$ cat src/lav_pkg.sv
// Shared constants for the look-at view matrix block.
package lav_pkg;

  // Default word and fraction widths of the fixed-point fields.
  localparam int WordBitsDef = 32;
  localparam int FracBitsDef = 16;

  // Direction magnitudes are scaled so the largest has its top bit here.
  localparam int NormTop = 29;
  localparam int NormW   = NormTop + 1;
  // Sum of three squared scaled magnitudes.
  localparam int LenW    = 2 * NormW + 2;

endpackage

$ cat src/lav_isqrt.sv
// Pipelined integer square root, one result bit per stage.
module lav_isqrt import lav_pkg::*; #(
  parameter int InW   = LenW,
  parameter int SideW = 1
) (
  input  logic               clk_i,
  input  logic               rst_ni,
  input  logic               en_i,
  input  logic               vld_i,
  input  logic [InW-1:0]     rad_i,
  input  logic [SideW-1:0]   side_i,
  output logic               vld_o,
  output logic [InW/2-1:0]   root_o,
  output logic [SideW-1:0]   side_o
);
  localparam int Steps = InW / 2;

  logic [InW-1:0]   rem_q  [Steps];
  logic [InW-1:0]   res_q  [Steps];
  logic [SideW-1:0] side_q [Steps];
  logic             vld_q  [Steps];

  for (genvar j = 0; j < Steps; j++) begin : g_step
    logic [InW-1:0]   rem_c, res_c, rem_n, res_n;
    logic [SideW-1:0] side_c;
    logic             vld_c;

    if (j == 0) begin : g_first
      assign rem_c  = rad_i;
      assign res_c  = '0;
      assign side_c = side_i;
      assign vld_c  = vld_i;
    end else begin : g_next
      assign rem_c  = rem_q[j-1];
      assign res_c  = res_q[j-1];
      assign side_c = side_q[j-1];
      assign vld_c  = vld_q[j-1];
    end

    // Try one more root bit; keep it when the remainder allows.
    always_comb begin : p_try
      logic [InW-1:0] bit_w, trial;
      bit_w = InW'(1) << (InW - 2 - 2 * j);
      trial = res_c + bit_w;
      if (rem_c >= trial) begin
        rem_n = rem_c - trial;
        res_n = (res_c >> 1) + bit_w;
      end else begin
        rem_n = rem_c;
        res_n = res_c >> 1;
      end
    end

    always_ff @(posedge clk_i or negedge rst_ni) begin
      if (!rst_ni) begin
        vld_q[j] <= 1'b0;
      end else if (en_i) begin
        vld_q[j] <= vld_c;
      end
    end

    always_ff @(posedge clk_i) begin
      if (en_i) begin
        rem_q[j]  <= rem_n;
        res_q[j]  <= res_n;
        side_q[j] <= side_c;
      end
    end
  end

  assign vld_o  = vld_q[Steps-1];
  assign root_o = res_q[Steps-1][Steps-1:0];
  assign side_o = side_q[Steps-1];

endmodule

$ cat config.mk
export PLATFORM = sky130hd
export DESIGN_NAME = lav_isqrt
export DESIGN_NICKNAME = d
export VERILOG_FILES = /design/src/lav_pkg.sv /design/src/lav_isqrt.sv
export SDC_FILE = /design/constraint.sdc
export NUM_CORES = 2
export LEC_CHECK = 0
export BUFFER_PORTS_ARGS = -buffer_cell sky130_fd_sc_hd__clkbuf_2
export CAP_MARGIN = 20
export CORE_ASPECT_RATIO = 1.75
export CORE_UTILIZATION = 60
export CTS_CLUSTER_DIAMETER = 150
export DETAILED_ROUTE_END_ITERATION = 8
export PLACE_DENSITY = 0.76
export SLEW_MARGIN = 20
export SYNTH_ARGS = -nofsm -noshare
export SYNTH_HDL_FRONTEND = slang
export SYNTH_SLANG_ARGS = --single-unit
export TNS_END_PERCENT = 20
$ cat constraint.sdc
create_clock -name clk_i -period 10.3 [get_ports clk_i]
set_input_delay 2.06 -clock clk_i [delete_from_list [all_inputs] [get_ports clk_i]]
set_output_delay 2.06 -clock clk_i [all_outputs]
set_load 0.005 [all_outputs]
[Yosys cells after proc, flatten, opt, wreduce, memory -nomap -nowiden]
Memories as Yosys holds them, arrays and structs flattened.
Cells that the tools add are included.
Word-level totals
  register bits after elaboration: 31
  bits in writable memories: 3875
  bits of input ports: 67
  output and inout bits: 33
  word-level logic and storage cells: 220
  memories: 3
Memories
  rem_q: words 31, width 62, read ports 30, clocked after Yosys merged registers in 0, write ports 31, line lav_isqrt.sv:18  | logic [InW-1:0] rem_q [Steps];
  res_q: words 31, width 62, read ports 31, clocked after Yosys merged registers in 0, write ports 31, line lav_isqrt.sv:19  | logic [InW-1:0] res_q [Steps];
  side_q: words 31, width 1, read ports 31, clocked after Yosys merged registers in 0, write ports 31, line lav_isqrt.sv:20  | logic [SideW-1:0] side_q [Steps];
Operators by class
  add/sub/neg operators: 91
  magnitude comparators: 31
  multiplexer cells: 64
Operator list (count)
  62-bit two-way mux: 61
  62-bit >= comparator: 30
  62-bit subtractor: 30
  61-bit by 1-bit adder with 62-bit output, second input constant: 1
  61-bit by 11-bit adder with 62-bit output, second input constant: 1
  61-bit by 13-bit adder with 62-bit output, second input constant: 1
  61-bit by 15-bit adder with 62-bit output, second input constant: 1
  61-bit by 17-bit adder with 62-bit output, second input constant: 1
  61-bit by 19-bit adder with 62-bit output, second input constant: 1
  61-bit by 21-bit adder with 62-bit output, second input constant: 1
  61-bit by 23-bit adder with 62-bit output, second input constant: 1
  61-bit by 25-bit adder with 62-bit output, second input constant: 1
  61-bit by 27-bit adder with 62-bit output, second input constant: 1
  61-bit by 29-bit adder with 62-bit output, second input constant: 1
  61-bit by 3-bit adder with 62-bit output, second input constant: 1
  61-bit by 31-bit adder with 62-bit output, second input constant: 1
  61-bit by 33-bit adder with 62-bit output, second input constant: 1
  61-bit by 35-bit adder with 62-bit output, second input constant: 1
  61-bit by 37-bit adder with 62-bit output, second input constant: 1
  61-bit by 39-bit adder with 62-bit output, second input constant: 1
  61-bit by 41-bit adder with 62-bit output, second input constant: 1
  61-bit by 43-bit adder with 62-bit output, second input constant: 1
  61-bit by 45-bit adder with 62-bit output, second input constant: 1
  61-bit by 47-bit adder with 62-bit output, second input constant: 1
  43 further kinds: 44

[Longest topological paths before layout]
An unclocked memory read counts as a cell.
  depth in word-level cells: 4
  gate-level depth with buffers: 14
  depth with buffers taken out: 12

[Least setup slack after synthesis]
No wires, ideal clock.
  path kind: input to register
  start: input port rad_i[61]
  end: memory rem_q[0][61] (netlist name) (data pin)
  library setup time: 0.279 ns
  arrival time: 3.268 ns
  required time: 10.021 ns
  path slack: 6.752 ns
  cell stages on the path: 6
  path buffers: 0
  cells stage by stage: inv_1 -> ha_1 -> nor4b_1 -> nand4_1 -> o41ai_1 -> a21oi_1
RTL lines
  start, declared: line lav_isqrt.sv:10  | input logic [InW-1:0] rad_i,
  end, declared: line lav_isqrt.sv:18

==> run summary <==
setup_tns: 0 ps
R2R Setup Slk: 4930 ps
status: complete, no violations
initial antenna violation count: 10
maximum vdd ir drop: 0.192 mV
hold_sp: rem_q[0][688]
Worst path max stage delay: 950 ps
worst path bufs/invs: 1
pre-CTS setup slack: 5240 ps
most frequent cells in the layout: edfxtp_1 (2387), inv_1 (641), nor2_1 (610), a21oi_1 (595), ha_1 (525)
Final Setup Violations: 0
Syn-to-layout area delta: 9.57%
die width: 334 µm
slowest cell on the critical path: nand4_1
max_slew headroom: 16.8%
total number of yosys warnings: 0
Via density: 6.32
commonest non-fill, non-tap cell in the layout: edfxtp_1
post-route cell area: 127000 µm²
Yosys cell types: 95
vias: 75.6k
GRT Util Overall: 36.4%
Routed Antenna Nets: 0
Initial DRT Pass Iterations: 8
GP Congestion: 1.07
final setup margin: 4930 ps
dpl cells: 11.6k
root buf cell: clkbuf_16
Clock Sinks: 2418
CP required: 10960 ps
Worst Setup SP: rem_q[1][346]
Worst-Skew Late Latency: 910 ps
final period demand of the worst path: 5370 ps
die height: 583 µm
Clock Skew: 57.6 ps
r2r endpoint: rem_q[1][427]
effective utilization at floorplan: 60.5%
I/O Pins: 100
Hold Path Depth: 0
Post-synth top flop: edfxtp_1
core area: 191000 µm²
Synth area leader: edfxtp_1
first-pass GRT wire length: 503000 µm
Post-synth ARST share: 1.28%
final period utilization: 52.2%
dpl hpwl: 276000 µm
CTS tree: built
Syn Area/Cell: 12.7 µm²
startpoint types: flop
IO Port Bufs: 99
# DRC: 0
final wirelength: 354000 µm
DRT iter0 DRCs: 5163
clk slew on worst S/H paths: 60 ps
Setup Buffers After CTS: 0
power density cells: 229 nW/µm²
utilization after layout: 66.3%
share of cells above drive strength 1: 7.91%
H-tree depth: 4
unrepaired setup endpoints after global routing: no
top cells by area, synth: edfxtp_1 (62%), ha_1 (5.7%), xnor2_1 (3.4%)
hold_buf cts: 0
# rows: 212
Syn Inst Count: 9122
CP top delay family: simple AND/OR/NAND/NOR gates
full die area: 194000 µm²
Hold Path End: rem_q[0][750]
vias in the first global route: 78.7k
Worst-Margin Slew: 1240 ps
total CTS buffers: 219
HP Class: flop to flop
Syn Nets: 9714
Fin Hold WS: 393 ps
register area share after synthesis: 62.7%
start of the worst register-to-register path: rem_q[1][346]
M1 wire length: 87400 µm
largest net degree at the start of global routing: 197
dpl cell area: 119000 µm²
total of max-cap violations: 0
Leakage: 47.5 nW
Routed WL per cell: 29.6 µm
highest metal used: met5
final net count: 9904
total grt overflow: 0
Setup Crit Path Kind: flop to flop
Post-synth EDFFs: 2387
Crit. End Element: flop
Worst EP arrival: 6030 ps
Achievable Freq: 0.186 GHz
number of synthesized register bits: 2418
critical-path cell list: ha_1 -> nand4_1 -> nor4_1 -> nand2_1 -> nor4_1 -> buf_4 -> or4_1 -> o31ai_1 -> nor3_1 -> nand2_1 -> xnor2_1
R2R cell count: 11
Max FO, Critical Path: 8
max-slew violation count: 0
synthesized area: 116000 µm²
met2 routed wirelength: 201000 µm
wire length on met3: 12700 µm
Finished Layout Cells: 12.0k
PostCTS Resize Cnt: 0
clk buf depth: 4
post-synth top area share: 62.0%
Pwr Total: 29.0 mW
Hold Fails Final Rpt: 0
[final cells by class]
type,count,area (µm²)
sequential,2418,72500
fill,13600,64300
multi-input combinational,5850,40100
clock buffer,257,5710
tap,2461,3080
inverter,643,2410
clock inverter,141,1590
timing repair buffer,180,1280
antenna,13,32.5
[worst reg2reg max path, cell delays in order (launching register included)]
cell and delay [ps]:
edfxtp_1 420, ha_1 470, nand4_1 950, nor4_1 570
nand2_1 260, nor4_1 750, buf_4 290, or4_1 160
o31ai_1 170, nor3_1 720, nand2_1 180, xnor2_1 180
[metal layers]
metal  vias up  global-route usage, %
met2      2592                   72.2
li1      34600                      -
met1     37000                   24.4
met3      1389                   5.44
met4         4                   45.5
met5         -                      0
[synthesized netlist by cell type, drive strengths merged, types with 34 or more instances]
| library cell | count |
|---|---|
| o31ai | 36 |
| nor3 | 262 |
| o21bai | 44 |
| nor4 | 333 |
| mux2 | 129 |
| edfxtp | 2387 |
| nor2 | 611 |
| inv | 643 |
| nor4b | 38 |
| or4 | 85 |
| xor2 | 383 |
| a21oi | 598 |
| o21ai | 356 |
| or3 | 90 |
| ha | 525 |
| nand4 | 161 |
| buf | 38 |
| a31oi | 47 |
| o21a | 101 |
| nand2b | 88 |
| clkbuf | 173 |
| and3 | 53 |
| or2 | 36 |
| nand3 | 166 |
| nor2b | 65 |
| a21o | 207 |
| nand3b | 34 |
| nand2 | 496 |
| a211oi | 50 |
| xnor2 | 447 |
[where the power goes]
part,internal (mW),switching (mW),total (mW)
logic,2.53,4.19,6.72
registers,12.5,1.26,13.8
clock network,4.77,3.71,8.48
[how the worst max path moves through the flow]
stage,cells past startpoint,to,slack [ps]
after floorplan,6,rem_q[0][61],6750
after global placement,11,rem_q[1][846],4130
after detailed placement,11,rem_q[1][799],5240
after CTS,11,rem_q[1][799],5210
after global routing,11,rem_q[1][427],4920
final,11,rem_q[1][427],4930
[logic make-up after synthesis]
group	share of synthesized area, %
xor+xnor	6.29
compound gates	9.19
mux	1.35
fa+ha+maj	5.68
simple gates	12.0
flops	62.7
buf+inv	2.83
[flip-flops by register name, indices dropped and copies added (netlist names)]
register / flops
res_q: 496
rem_q: 1860
vld_o: 1
side_q: 31
g_step.vld_c: 30
(Power assumes the default switching activity.)
